$ cat src/hdl/trd_pkg.sv
// ----------------------------------------------------------------------------
// trd_pkg
// Shared types, register indexes and the record size lookup for the tagged
// record deframer.
// ----------------------------------------------------------------------------
package trd_pkg;

  localparam int NUM_IDS   = 32;
  localparam int SIZE_REGS = 4;
  localparam int IDS_PER_REG = 8;

  // configuration register indexes
  localparam logic [2:0] REG_PRESENT     = 3'd0;
  localparam logic [2:0] REG_SIZES_0_7   = 3'd1;
  localparam logic [2:0] REG_SIZES_8_15  = 3'd2;
  localparam logic [2:0] REG_SIZES_16_23 = 3'd3;
  localparam logic [2:0] REG_SIZES_24_31 = 3'd4;

  // record id that terminates parsing of a frame
  localparam logic [15:0] ID_END = 16'hFFFF;

  typedef enum logic [1:0] {
    RX_IDLE,
    RX_HDR_HIGH,
    RX_PAYLOAD
  } rx_phase_t;

  typedef enum logic [1:0] {
    PP_ID_LOW,
    PP_ID_HIGH,
    PP_DATA,
    PP_STOP
  } parse_phase_t;

  typedef struct packed {
    logic [NUM_IDS-1:0]         present;
    logic [SIZE_REGS-1:0][63:0] sizes;
  } cfg_t;

  typedef struct packed {
    logic [4:0] id;
    logic [7:0] offset;
    logic [7:0] data;
    logic       last;
  } rec_t;

  // byte k of sizes register r holds the size of id 8*r+k
  function automatic logic [7:0] size_of(input cfg_t cfg, input logic [4:0] id);
    logic [63:0] word;
    word = cfg.sizes[id[4:3]];
    return word[id[2:0]*8 +: 8];
  endfunction

endpackage

$ cat src/hdl/trd_cfg.sv
// ----------------------------------------------------------------------------
// trd_cfg
// Configuration register file: present mask and per-id record sizes.
// ----------------------------------------------------------------------------
module trd_cfg import trd_pkg::*; (
  input  logic        clk,
  input  logic        rst,
  input  logic        cfg_we,
  input  logic [2:0]  cfg_index,
  input  logic [63:0] cfg_data,
  output cfg_t        cfg
);

  logic [NUM_IDS-1:0]         present_mask;
  logic [SIZE_REGS-1:0][63:0] record_sizes;

  always_ff @(posedge clk) begin
    if (rst) begin
      present_mask <= '0;
      record_sizes <= '0;
    end else if (cfg_we) begin
      case (cfg_index)
        REG_PRESENT:     present_mask    <= cfg_data[NUM_IDS-1:0];
        REG_SIZES_0_7:   record_sizes[0] <= cfg_data;
        REG_SIZES_8_15:  record_sizes[1] <= cfg_data;
        REG_SIZES_16_23: record_sizes[2] <= cfg_data;
        REG_SIZES_24_31: record_sizes[3] <= cfg_data;
        default: ;
      endcase
    end
  end

  assign cfg.present = present_mask;
  assign cfg.sizes   = record_sizes;

endmodule

$ cat src/hdl/trd_parse.sv
// ----------------------------------------------------------------------------
// trd_parse
// Per-byte receive and record parse state; produces at most one record byte
// for every accepted input byte.
// ----------------------------------------------------------------------------
module trd_parse import trd_pkg::*; #(
  parameter int CHUNK_BYTES = 64,
  parameter int FRAME_BYTES = 256
) (
  input  logic       clk,
  input  logic       rst,
  input  logic       accept,
  input  logic [7:0] data_byte,
  input  logic       chunk_start,
  input  cfg_t       cfg,
  output logic       res_valid,
  output rec_t       res
);

  localparam int CP_W = $clog2(CHUNK_BYTES + 1);
  localparam int FL_W = $clog2(FRAME_BYTES + 1);
  localparam int CW   = (FL_W > 8) ? FL_W : 8;

  logic [FL_W-1:0] frame_length,     frame_length_next;
  logic [FL_W-1:0] received_count,   received_count_next;
  logic [CP_W-1:0] chunk_position,   chunk_position_next;
  rx_phase_t       receive_phase,    receive_phase_next;
  logic [7:0]      header_low,       header_low_next;
  parse_phase_t    parse_phase,      parse_phase_next;
  logic [7:0]      id_low,           id_low_next;
  logic [4:0]      current_id,       current_id_next;
  logic [7:0]      record_remaining, record_remaining_next;
  logic [7:0]      record_position,  record_position_next;

  logic            active;
  logic [15:0]     raw;
  logic [FL_W-1:0] count_inc;
  logic [FL_W-1:0] left;
  logic [7:0]      size;
  logic [7:0]      rem_dec;

  assign active    = chunk_start || (chunk_position < CP_W'(CHUNK_BYTES));
  assign count_inc = received_count + FL_W'(1);
  assign left      = frame_length - count_inc;
  // the id's low bits sit in the stored low byte while the high byte arrives
  assign size      = size_of(cfg, id_low[4:0]);
  assign rem_dec   = record_remaining - 8'd1;

  always_comb begin
    frame_length_next     = frame_length;
    received_count_next   = received_count;
    chunk_position_next   = chunk_position;
    receive_phase_next    = receive_phase;
    header_low_next       = header_low;
    parse_phase_next      = parse_phase;
    id_low_next           = id_low;
    current_id_next       = current_id;
    record_remaining_next = record_remaining;
    record_position_next  = record_position;
    res_valid             = 1'b0;
    res.id                = current_id;
    res.offset            = record_position;
    res.data              = data_byte;
    res.last              = (rem_dec == 8'd0);
    raw                   = 16'd0;

    if (active) begin
      chunk_position_next = chunk_start ? CP_W'(1) : chunk_position + CP_W'(1);

      if (receive_phase != RX_PAYLOAD) begin
        raw = {data_byte, header_low};
        if (chunk_start) begin
          header_low_next    = data_byte;
          receive_phase_next = RX_HDR_HIGH;
        end else if (receive_phase == RX_HDR_HIGH) begin
          receive_phase_next = RX_IDLE;
          if (raw != 16'd0 && raw <= 16'(FRAME_BYTES)) begin
            frame_length_next   = raw[FL_W-1:0];
            received_count_next = '0;
            parse_phase_next    = PP_ID_LOW;
            receive_phase_next  = RX_PAYLOAD;
          end else begin
            frame_length_next = '0;
          end
        end
      end else begin
        received_count_next = count_inc;
        raw = {data_byte, id_low};
        case (parse_phase)
          PP_ID_LOW: begin
            id_low_next      = data_byte;
            parse_phase_next = PP_ID_HIGH;
          end
          PP_ID_HIGH: begin
            if (raw == ID_END) begin
              parse_phase_next = PP_STOP;
            end else if (raw[15:5] == 11'd0 && cfg.present[raw[4:0]]) begin
              if (CW'(size) > CW'(left)) begin
                parse_phase_next = PP_STOP;
              end else if (size == 8'd0) begin
                parse_phase_next = PP_ID_LOW;
              end else begin
                current_id_next       = raw[4:0];
                record_remaining_next = size;
                record_position_next  = 8'd0;
                parse_phase_next      = PP_DATA;
              end
            end else begin
              parse_phase_next = PP_ID_LOW;
            end
          end
          PP_DATA: begin
            res_valid             = 1'b1;
            record_remaining_next = rem_dec;
            record_position_next  = record_position + 8'd1;
            if (rem_dec == 8'd0) parse_phase_next = PP_ID_LOW;
          end
          default: ;
        endcase
        // frame complete: back to waiting for a header
        if (count_inc >= frame_length) begin
          frame_length_next   = '0;
          received_count_next = '0;
          parse_phase_next    = PP_ID_LOW;
          receive_phase_next  = RX_IDLE;
        end
      end
    end
  end

  always_ff @(posedge clk) begin
    if (rst) begin
      frame_length     <= '0;
      received_count   <= '0;
      chunk_position   <= '0;
      receive_phase    <= RX_IDLE;
      header_low       <= '0;
      parse_phase      <= PP_ID_LOW;
      id_low           <= '0;
      current_id       <= '0;
      record_remaining <= '0;
      record_position  <= '0;
    end else if (accept) begin
      frame_length     <= frame_length_next;
      received_count   <= received_count_next;
      chunk_position   <= chunk_position_next;
      receive_phase    <= receive_phase_next;
      header_low       <= header_low_next;
      parse_phase      <= parse_phase_next;
      id_low           <= id_low_next;
      current_id       <= current_id_next;
      record_remaining <= record_remaining_next;
      record_position  <= record_position_next;
    end
  end

  // parsing only leaves the id-low phase inside a frame
  a_parse_in_frame: assert property (@(posedge clk) disable iff (rst)
    parse_phase != PP_ID_LOW |-> receive_phase == RX_PAYLOAD)
    else $error("parse phase active outside a frame");

  // a frame in progress always has bytes left to receive
  a_frame_left: assert property (@(posedge clk) disable iff (rst)
    receive_phase == RX_PAYLOAD |-> (frame_length != '0 && received_count < frame_length))
    else $error("frame count out of range");

  // a record being streamed always has bytes left
  a_record_left: assert property (@(posedge clk) disable iff (rst)
    parse_phase == PP_DATA |-> record_remaining != 8'd0)
    else $error("record streaming with nothing remaining");

endmodule

$ cat src/hdl/trd_outq.sv
// ----------------------------------------------------------------------------
// trd_outq
// Result register with a skid stage so the input side keeps moving while a
// record byte waits for the consumer.
// ----------------------------------------------------------------------------
module trd_outq import trd_pkg::*; (
  input  logic clk,
  input  logic rst,
  input  logic push,
  input  rec_t push_rec,
  output logic push_ready,
  output logic out_valid,
  input  logic out_ready,
  output rec_t out_rec
);

  logic skid_valid;
  rec_t skid_rec;

  assign push_ready = !skid_valid;

  always_ff @(posedge clk) begin
    if (rst) begin
      out_valid  <= 1'b0;
      skid_valid <= 1'b0;
    end else if (!out_valid || out_ready) begin
      if (skid_valid) begin
        out_rec    <= skid_rec;
        out_valid  <= 1'b1;
        skid_valid <= 1'b0;
      end else begin
        out_valid <= push;
        if (push) out_rec <= push_rec;
      end
    end else if (push) begin
      skid_rec   <= push_rec;
      skid_valid <= 1'b1;
    end
  end

  // the skid stage only fills behind a held result
  a_skid_behind_out: assert property (@(posedge clk) disable iff (rst)
    skid_valid |-> out_valid)
    else $error("skid holds data while output is empty");

  // no push may arrive while the skid stage is full
  a_no_overrun: assert property (@(posedge clk) disable iff (rst)
    skid_valid |-> !push)
    else $error("push into full output queue");

endmodule

$ cat src/hdl/tagged_record_deframer.sv
// ----------------------------------------------------------------------------
// tagged_record_deframer
// Deframes length-prefixed frames from fixed-size transfers and streams out
// the bytes of configured, present records tagged with id and offset.
// ----------------------------------------------------------------------------
//
//  Channel | Signals                                        | Dir
//  --------+------------------------------------------------+-----
//  in      | in_valid, in_ready, data_byte, chunk_start     | in
//  out     | out_valid, out_ready, record_id, record_offset,| out
//          | record_byte, record_last                       |
//  cfg     | cfg_we, cfg_index, cfg_data                    | in
//
//  One byte per cycle while in_ready is high: each accepted byte updates the
//  receive/parse state in the same cycle and its record byte (if any) lands in
//  the result register.
//  A skid stage behind the result register lets one more byte in while the
//  consumer stalls; in_ready drops only when both stages hold data.
//  Synchronous active-high reset clears state and configuration to zero.
//
module tagged_record_deframer import trd_pkg::*; #(
  parameter int CHUNK_BYTES = 64,
  parameter int FRAME_BYTES = 256
) (
  input  logic        clk,
  input  logic        rst,
  // input byte stream
  input  logic        in_valid,
  output logic        in_ready,
  input  logic [7:0]  data_byte,
  input  logic        chunk_start,
  // record byte stream
  output logic        out_valid,
  input  logic        out_ready,
  output logic [4:0]  record_id,
  output logic [7:0]  record_offset,
  output logic [7:0]  record_byte,
  output logic        record_last,
  // configuration writes
  input  logic        cfg_we,
  input  logic [2:0]  cfg_index,
  input  logic [63:0] cfg_data
);

  cfg_t cfg;
  logic accept;
  logic res_valid;
  rec_t res;
  rec_t out_rec;

  // an input transfer completes on valid and ready together
  assign accept = in_valid && in_ready;

  trd_cfg u_cfg (
    .clk       (clk),
    .rst       (rst),
    .cfg_we    (cfg_we),
    .cfg_index (cfg_index),
    .cfg_data  (cfg_data),
    .cfg       (cfg)
  );

  // header, frame counting and record parse for the current byte
  trd_parse #(
    .CHUNK_BYTES (CHUNK_BYTES),
    .FRAME_BYTES (FRAME_BYTES)
  ) u_parse (
    .clk         (clk),
    .rst         (rst),
    .accept      (accept),
    .data_byte   (data_byte),
    .chunk_start (chunk_start),
    .cfg         (cfg),
    .res_valid   (res_valid),
    .res         (res)
  );

  // result register plus skid stage
  trd_outq u_outq (
    .clk        (clk),
    .rst        (rst),
    .push       (accept && res_valid),
    .push_rec   (res),
    .push_ready (in_ready),
    .out_valid  (out_valid),
    .out_ready  (out_ready),
    .out_rec    (out_rec)
  );

  assign record_id     = out_rec.id;
  assign record_offset = out_rec.offset;
  assign record_byte   = out_rec.data;
  assign record_last   = out_rec.last;

endmodule

$ cat config.mk
export PLATFORM = sky130hd
export DESIGN_NAME = tagged_record_deframer
export DESIGN_NICKNAME = d
export VERILOG_FILES = /design/src/hdl/trd_pkg.sv /design/src/hdl/trd_cfg.sv /design/src/hdl/trd_parse.sv /design/src/hdl/trd_outq.sv /design/src/hdl/tagged_record_deframer.sv
export SDC_FILE = /design/constraint.sdc
export NUM_CORES = 1
export LEC_CHECK = 0
export BUFFER_PORTS_ARGS = -buffer_cell sky130_fd_sc_hd__buf_2
export CORE_UTILIZATION = 50
export DETAILED_ROUTE_END_ITERATION = 12
export GPL_TIMING_DRIVEN = 0
export PLACE_DENSITY = 0.66
export SLEW_MARGIN = 20
export SYNTH_ARGS = -nofsm -noshare
export SYNTH_HDL_FRONTEND = slang
export SYNTH_HIERARCHICAL = 1
export SYNTH_SLANG_ARGS = --single-unit
export TNS_END_PERCENT = 100
$ cat constraint.sdc
create_clock -name clk -period 9.5 [get_ports clk]
set_input_delay 1.425 -clock clk [delete_from_list [all_inputs] [get_ports clk]]
set_output_delay 1.425 -clock clk [all_outputs]
set_load 0.02 [all_outputs]
After elaboration in Yosys (flattened, before gate mapping)

Index checks and enable logic that the tools add are counted.

Register bits after elaboration: 400
Input bits: 81
Output and inout port bits: 24
Logic and storage cells: 143

Order comparisons: 6
Equality and inequality tests: 18
Add/subtract/negate cells: 5
Shift operators: 1
Reduce and logical (&&, ||, !) cells: 35
Bitwise logic cells: 6
Multiplexer cells: 47

Operators by type and width:

| cell                 | count |
|---|---|
| $bmux 64 s2          | 1 |
| $mux 9               | 10 |
| $mux 64              | 1 |
| $mux 8               | 8 |
| $shiftx 64x7->8      | 1 |
| $mux 22              | 2 |
| $pmux 8 s2           | 2 |
| $mux 2               | 15 |
| $eq 16x16->1 const B | 1 |
| $le 16x9->1 const B  | 1 |
| $logic_not 8->1      | 2 |
| $reduce_and 8->1     | 2 |
| $reduce_bool 16->1   | 1 |
| $ne 2x2->1 const B   | 7 |
| $reduce_and 2->1     | 6 |
| $reduce_and 4->1     | 3 |
| $logic_not 11->1     | 1 |
| $reduce_and 5->1     | 2 |
| $add 9x1->9 const B  | 1 |
| $ge 9x9->1           | 1 |
| $gt 8x9->1           | 1 |
| $sub 9x9->9          | 1 |
| $add 8x1->8 const B  | 1 |
| $sub 8x1->8 const B  | 1 |
| other kinds (27)     | 46 |

Depth between registers and ports, before layout

Gate-level depths: netlist (run 1).

Word-level depth: 11
Depth in mapped cells: 21
Depth with buffers taken out: 20

Cells and area by module

Netlist (run 1), hierarchy kept.

By module, submodules not included:

| module                 | cells each | sequential area each (µm²) | area an instance (µm²) | times used |
|---|---|---|---|---|
| trd_cfg                | 1,006      | 5,765.5                    | 11,292.1               | 1 |
| trd_parse              | 701        | 1,321.3                    | 6,357.3                | 1 |
| trd_outq               | 79         | 1,361.3                    | 1,770.4                | 1 |
| tagged_record_deframer | 2          | 0.0                        | 12.5                   | 1 |

Worst setup path before layout (run 1)

OpenSTA, ideal clock, no wires.

Path kind: input to register
Start point: input port chunk_start
End point: register u_outq/skid_rec[0] (netlist name) (enable)
Setup time: 434 ps
Required time: 9,066 ps
Data arrival time: 3,857 ps
Path slack: 5,209 ps
Path buffers: 1
Stages: 5
Cells stage by stage: clkbuf_1 nand2b_1 and3_1 and3_1 nor3b_1

Cells in the longest elaborated chain, start to end: 4

Ends and longest elaborated chain:

| element                           | line                         | source |
|---|---|---|
| from (decl)                       | tagged_record_deframer.sv:31 | `input logic chunk_start,` |
| $logic_or 1x1->1                  | trd_parse.sv:42              | `assign active = chunk_start \|\| (chunk_position < CP_W'(CHUNK_BYTES));` |
| $mux 1                            | trd_parse.sv:67              | `if (active) begin` |
| net res_valid                     | tagged_record_deframer.sv:47 | `logic res_valid;` |
| $logic_and 1x1->1                 | tagged_record_deframer.sv:82 | `.push (accept && res_valid),` |
| $reduce_and 3->1 (no source line) | -                            |  |
| to (signal assigned)              | trd_outq.sv:36               | `skid_rec <= push_rec;` |
| to (decl)                         | trd_outq.sv:18               | `rec_t skid_rec;` |

The timed path passes the listed nets, and every way through them passes these cells.
A chain may end at the register's enable or synchronous reset.

Final worst setup path (run 1)

Start point: register u_parse.id_low[4]
End point: register u_parse.record_position[5]

Cells in the longest elaborated chain, start to end: 6
Elaborated cells between the ends (all ways): 14
Those cells by class: order compare: 1; eq/ne: 5; shift: 1; mux: 4; reduce/logical: 3

Ends and longest elaborated chain:

| element                                              | line                              | source |
|---|---|---|
| from (decl)                                          | trd_parse.sv:30                   | `logic [7:0] id_low, id_low_next;` |
| from (signal assigned)                               | trd_parse.sv:150                  | `id_low <= id_low_next;` |
| $bmux 64 s2                                          | trd_pkg.sv:50                     | `word = cfg.sizes[id[4:3]];` |
| $mux 64 (implied by the code)                        | trd_pkg.sv:50                     |  |
| $shiftx 64x7->8                                      | trd_pkg.sv:51                     | `return word[id[2:0]*8 +: 8];` |
| $gt 8x9->1 / $logic_not 8->1 (equally long branches) | trd_parse.sv:98, trd_parse.sv:100 |  |
| $ne 2x2->1 (no source line)                          | -                                 |  |
| $reduce_and 8->1 (no source line) *                  | -                                 |  |
| to (signal assigned)                                 | trd_parse.sv:153                  | `record_position <= record_position_next;` |
| to (decl)                                            | trd_parse.sv:33                   | `logic [7:0] record_position, record_position_next;` |

Mark *: on every way between the ends. The rest lies on a longest branch, timed or not. The select of a mux whose other input is x is not followed.

==> results of run 1 <==
-- per-layer routing --
layer / GRT usage [%] / part of all wire [%] / vias to the layer above
met2: 47.5 / 48 / 385
met1: 35.7 / 44 / 7008
met4: 12.1 / 3.6 / 0
met3: 4.47 / 4.9 / 115
met5: 0 / 0 / -
li1: - / - / 6628
-- synth_stat cells, drive strengths merged, types with 7 or more instances --
library cell | count | share of area (%)
a22oi | 22 | 1.0
nand2b | 360 | 12
mux4 | 57 | 6.6
ha | 27 | 1.7
nor3 | 15 | 0.44
and2 | 13 | 0.42
nor4 | 7 | 0.23
nand3 | 31 | 0.80
clkbuf | 61 | 1.2
a22o | 9 | 0.41
edfxtp | 44 | 6.8
or4 | 10 | 0.39
and3 | 11 | 0.35
nor2b | 12 | 0.39
mux2 | 30 | 2.1
nand2 | 68 | 1.3
a211o | 7 | 0.32
mux2i | 323 | 17
dfxtp | 356 | 37
a31oi | 9 | 0.29
inv | 21 | 0.41
xor2 | 11 | 0.50
o21ai | 15 | 0.39
nand4 | 11 | 0.43
nor2 | 67 | 1.3
a21oi | 49 | 1.3
buf | 66 | 2.6
-- path summary, 6_finish.rpt --
kind	start	endpoint	slack, ns	cells after the start
setup / recovery	u_parse/id_low[4]	u_parse/record_position[5]	4.29	15
hold / removal	u_parse/current_id[1]	u_outq/skid_rec[18]	0.46	0
setup reg to reg	u_parse/id_low[4]	u_parse/record_position[5]	4.29	15
hold reg to reg	u_parse/current_id[1]	u_outq/skid_rec[18]	0.46	0
-- flip-flops by register name, indices dropped and copies added, names as in the netlist --
register and flops:
u_cfg/cfg 256, u_cfg/present_mask 32, u_parse/parse_phase 2, u_outq/out_valid 1, u_parse/record_position 8, u_parse/received_count 9, u_outq/out_rec 22, u_parse/record_remaining 8
u_parse/chunk_position 7, u_parse/frame_length 9, u_parse/id_low 8, u_parse/header_low 8, u_parse/receive_phase 2, u_outq/skid_rec 22, u_parse/current_id 5, u_outq/skid_valid 1
-- through the flow --
step | util (%) | instance area, um^2 | std cells
floorplan | - | 19400 | 1788
global placement | 54.3 | 20600 | 2402
detailed placement | 54.4 | 20600 | 2406
CTS | 58.4 | 22100 | 2485
global route | 58.4 | 22100 | 2485
finish | 58.4 | 22100 | 2485
-- logic make-up after synthesis --
logic type | after synthesis | synth area share [%]
AND/OR/NAND/NOR | 627 | 18.6
XOR/XNOR | 15 | 0.676
flip-flops | 400 | 43.5
AO/OA/AOI/OAI | 160 | 5.79
buffers and inverters | 148 | 4.20
adder cells (fa/ha/maj) | 28 | 1.84
multiplexers | 410 | 25.4
-- layout make-up --
type	count	area, um^2
Multi-Input combinational cell	1240	10200
Fill cell	3278	15800
Clock buffer	65	1320
Sequential cell	400	8450
Inverter	21	78.8
Buffer	127	737
Tap cell	511	639
Clock inverter	14	186
Timing Repair Buffer	107	549
-- power by group --
group / leakage (nW) / switching (mW) / internal (mW)
combinational: 5.32 / 0.122 / 0.0900
sequential: 3.32 / 0.0158 / 1.73
clock: 0.748 / 0.701 / 1.07
total: 9.39 / 0.839 / 2.90
==> impl_metrics.toml, run 1 <==
[run_status]
outcome = "finished, final reports clean"

[setup_path]
crit_chain = "buf_2 -> clkbuf_1 -> and3b_1 -> a221oi_1 -> nand3_1 -> and2_1 -> ha_1 -> nand4_1 -> o21ai_0 -> a21oi_1 -> a211oi_1 -> nor3_1 -> nand2_1 -> o21ai_0 -> o2bb2ai_1"
critPathMaxFanout = 10
arrival_ns = 5.66
path_delay_family = "compound AO/OA/AOI/OAI gates"
crit_buf_inv = 2
cpMostUsedCell = "o21ai_0"
crit_path_end_kind = "register"
cpMaxStageDelayCell = "a211oi_1"
critPathKind = "register to register"
required_ns = 9.95
slowest_delay_ns = 0.74
startpoint_type = "register"

[detailed_routing]
drtPass1Iterations = 6
routed_wl_um = 55000
via_per_inst = 5.69
wl_per_cell_um = 22.1
drt_iter0_drc = 938
drc = 0
vias = 14136
ant_nets = 0

[global_routing]
grt_pass1_wl_um = 84100
antenna_found_initial = 0
grt_pass1_vias = 14405
grt_overflow = 0
grt_start_max_net_pins = 14
grt_use_total_pct = 28.2

[sta]
period_needed_ns = 5.21
fin_worst_skew_ns = 0.0264
worst_slew_pin_slew_ns = 1.04
hold_slack_ns = 0.455
finalCritPeriodShare_pct = 54.8
fin_setup_tns_ns = 0
fmax_ghz = 0.192
setup_slack_ns = 4.29
slew_headroom_pct = 29.9
final_max_slew_viol_count = 0
rsz0062_at_grt = "no"
setup_viol = 0
finalHoldViolations = 0

[floorplanning]
die_area_um2 = 39700
pin_count = 105
dieWidth_um = 199
core_area_um2 = 37900
fp.dieH_um = 199
rows = 71
start_util_pct = 51.2

[clock_network]
hold_buffers = 0
clkLatencyLatePin_ns = 0.58
clk_path_buf_depth = 3
cts_tree = "built"
post_cts_buffers = 0
cts_made_buffers = 44
cts.htree.levels = 2
cts_resized = 0
root_buffer = "clkbuf_16"
cts_sinks = 400
clk_pin_slew_ns = 0.06

[final_layout]
layout_common_cells = "nand2b_1, dfxtp_1, mux2i_1, buf_2, clkbuf_1"
nNetsFinal = 2050
drive_above_1_share_pct = 17.2
final_common_cell = "nand2b_1"
antennaDiodeCount = 0
area_growth_pct = 13.9

[yosys]
synth_warnings = 6
ys_seq_elements = 400
synth_fp_nets = 1897
synth_cell_type_count = 71
syn_avg_cell_area_um2 = 10.9
synth-async-reset-ratio_pct = 0
syn_inst = 1788
yosysSeqAreaShare_pct = 43.5
ys.flop_type = "dfxtp_1"
synth_area_um2 = 19400
synth_edf_count = 44

[pwr]
peakVddDrop_mv = 0.128
cellPowerDensity_nw_per_um2 = 169
power_leakage_nw = 9.39
finalPower_mw = 3.74

[job]
drv_cap = 0

[min_path]
hold_class = "register to register"

[placement]
place_ws_ns = 4.50
dp_hpwl_um = 39500
portBuffers = 103
gp_congestion = 0.874
Note: power is estimated with default switching activity, not from simulation.
==> run 2: changes to the inputs <==
- clock period: 9.5 -> 5.25 ns (I/O delays scaled with it)
==> impl_metrics.toml, run 2 (same netlist as run 1, synthesis figures left out) <==
[run_status]
outcome = "finished, final reports clean"

[final_layout]
final_common_cell = "nand2b_1"
layout_common_cells = "nand2b_1, dfxtp_1, mux2i_1, buf_2, clkbuf_1"
fill_cells = 3278
register_area_um2 = 8450
final_util_pct = 58.4
antennaDiodeCount = 0
nNetsFinal = 2050
drive_above_1_share_pct = 17.3
largest_register_ffs = 256
area_growth_pct = 14.0
multiInputGateArea_um2 = 10200

[setup_path]
arrival_ns = 5.49
crit_path_end_kind = "register"
critPathKind = "register to register"
startpoint_type = "register"
crit_chain = "buf_2 -> clkbuf_1 -> mux4_2 -> a22oi_1 -> nand4_1 -> and3_1 -> ha_1 -> a2111oi_0 -> o21ai_0 -> a21oi_1 -> a211oi_2 -> nor3_4 -> a21oi_2 -> or4_1 -> a31oi_1"
slowest_delay_ns = 0.67
critPathMaxFanout = 10
required_ns = 5.74
cpMaxStageDelayCell = "clkbuf_1"

[floorplanning]
dieWidth_um = 199
pin_count = 105
rows = 71
fp.dieH_um = 199
die_area_um2 = 39700
core_area_um2 = 37900
start_util_pct = 51.2

[global_routing]
grt_pass1_vias = 14405
grt_pass1_wl_um = 84100
grt_overflow = 0
grt_use_total_pct = 28.2
grt_start_max_net_pins = 14
antenna_found_initial = 0

[clock_network]
root_buffer = "clkbuf_16"
hold_buffers = 0
cts_sinks = 400
clkLatencyLatePin_ns = 0.58
clk_pin_slew_ns = 0.06
cts_made_buffers = 44
post_cts_buffers = 0
cts.htree.levels = 2
cts_resized = 0
clk_path_buf_depth = 3
cts_tree = "built"

[pwr]
peakVddDrop_mv = 0.230
cellPowerDensity_nw_per_um2 = 305
power_leakage_nw = 9.39

[job]
drv_cap = 0

[sta]
fin_worst_skew_ns = 0.0270
setup_viol = 0
slew_headroom_pct = 29.4
fmax_ghz = 0.200
rsz0062_at_grt = "no"
worst_slew_pin_slew_ns = 1.05
finalCritPeriodShare_pct = 95.4
fin_setup_tns_ns = 0
period_needed_ns = 5.01
finalHoldViolations = 0
final_max_slew_viol_count = 0

[detailed_routing]
vias = 14166
drt_iter0_drc = 922
drtPass1Iterations = 5
drc = 0
routed_wl_um = 54900
via_per_inst = 5.70
ant_nets = 0
wl_per_cell_um = 22.1

[placement]
portBuffers = 103
gp_congestion = 0.874
dp_hpwl_um = 39500

[min_path]
hold_class = "register to register"
[run 2: cell type report]
| type | instances | area share, % |
|---|---|---|
| plain buffers | 127 | 3.33 |
| clock buffers | 65 | 5.97 |
| clock inverters | 14 | 0.842 |
| inverters | 21 | 0.356 |
| multi-input cells | 1240 | 46.0 |
| flip-flops and latches | 400 | 38.1 |
| well taps | 511 | 2.89 |
| repair buffers | 107 | 2.48 |
[run 2: power by group]
| part | switching, mW | internal, mW |
|---|---|---|
| clock | 1.27 | 1.94 |
| sequential | 0.0287 | 3.14 |
| combinational | 0.221 | 0.163 |
| total | 1.52 | 5.24 |
[run 2: per-stage QoR]
| step | hold slack (ns) | setup WS (ns) | cells | power [mW] | instance area [um^2] |
|---|---|---|---|---|---|
| finish | 0.455 | 0.243 | 2485 | 6.76 | 22200 |
| global placement | 0.439 | 0.255 | 2402 | 3.60 | 20600 |
| floorplan | 0.426 | 1.28 | 1788 | 3.46 | 19400 |
| CTS | 0.460 | 0.217 | 2485 | 6.81 | 22100 |
| global route | 0.485 | 0.0224 | 2485 | 6.97 | 22200 |
| detailed placement | 0.446 | 0.251 | 2406 | 3.61 | 20600 |
[run 2: path summary, 6_finish.rpt]
check | from | endpoint | depth (start not counted) | slack (ns)
max | u_parse/id_low[0] | u_parse/record_position[7] | 15 | 0.24
min | u_parse/current_id[1] | u_outq/skid_rec[18] | 0 | 0.46
max reg2reg | u_parse/id_low[0] | u_parse/record_position[7] | 15 | 0.24
min reg2reg | u_parse/current_id[1] | u_outq/skid_rec[18] | 0 | 0.46
[run 2: per-layer routing]
layer / vias up / GRT usage (%) / share of wire (%)
li1: 6627 / - / -
met1: 6986 / 35.7 / 43
met2: 434 / 47.5 / 48
met3: 119 / 4.47 / 5.4
met4: 0 / 12.1 / 3.7
met5: - / 0 / 0
[run 2: critical path, delay by kind of cell (launching register included)]
| family | cells | cell delay, ns |
|---|---|---|
| flops | 1 | 0.38 |
| simple gates | 4 | 1.40 |
| buf+inv | 2 | 1.02 |
| mux | 1 | 0.42 |
| fa+ha+maj | 1 | 0.22 |
| compound gates | 7 | 1.48 |
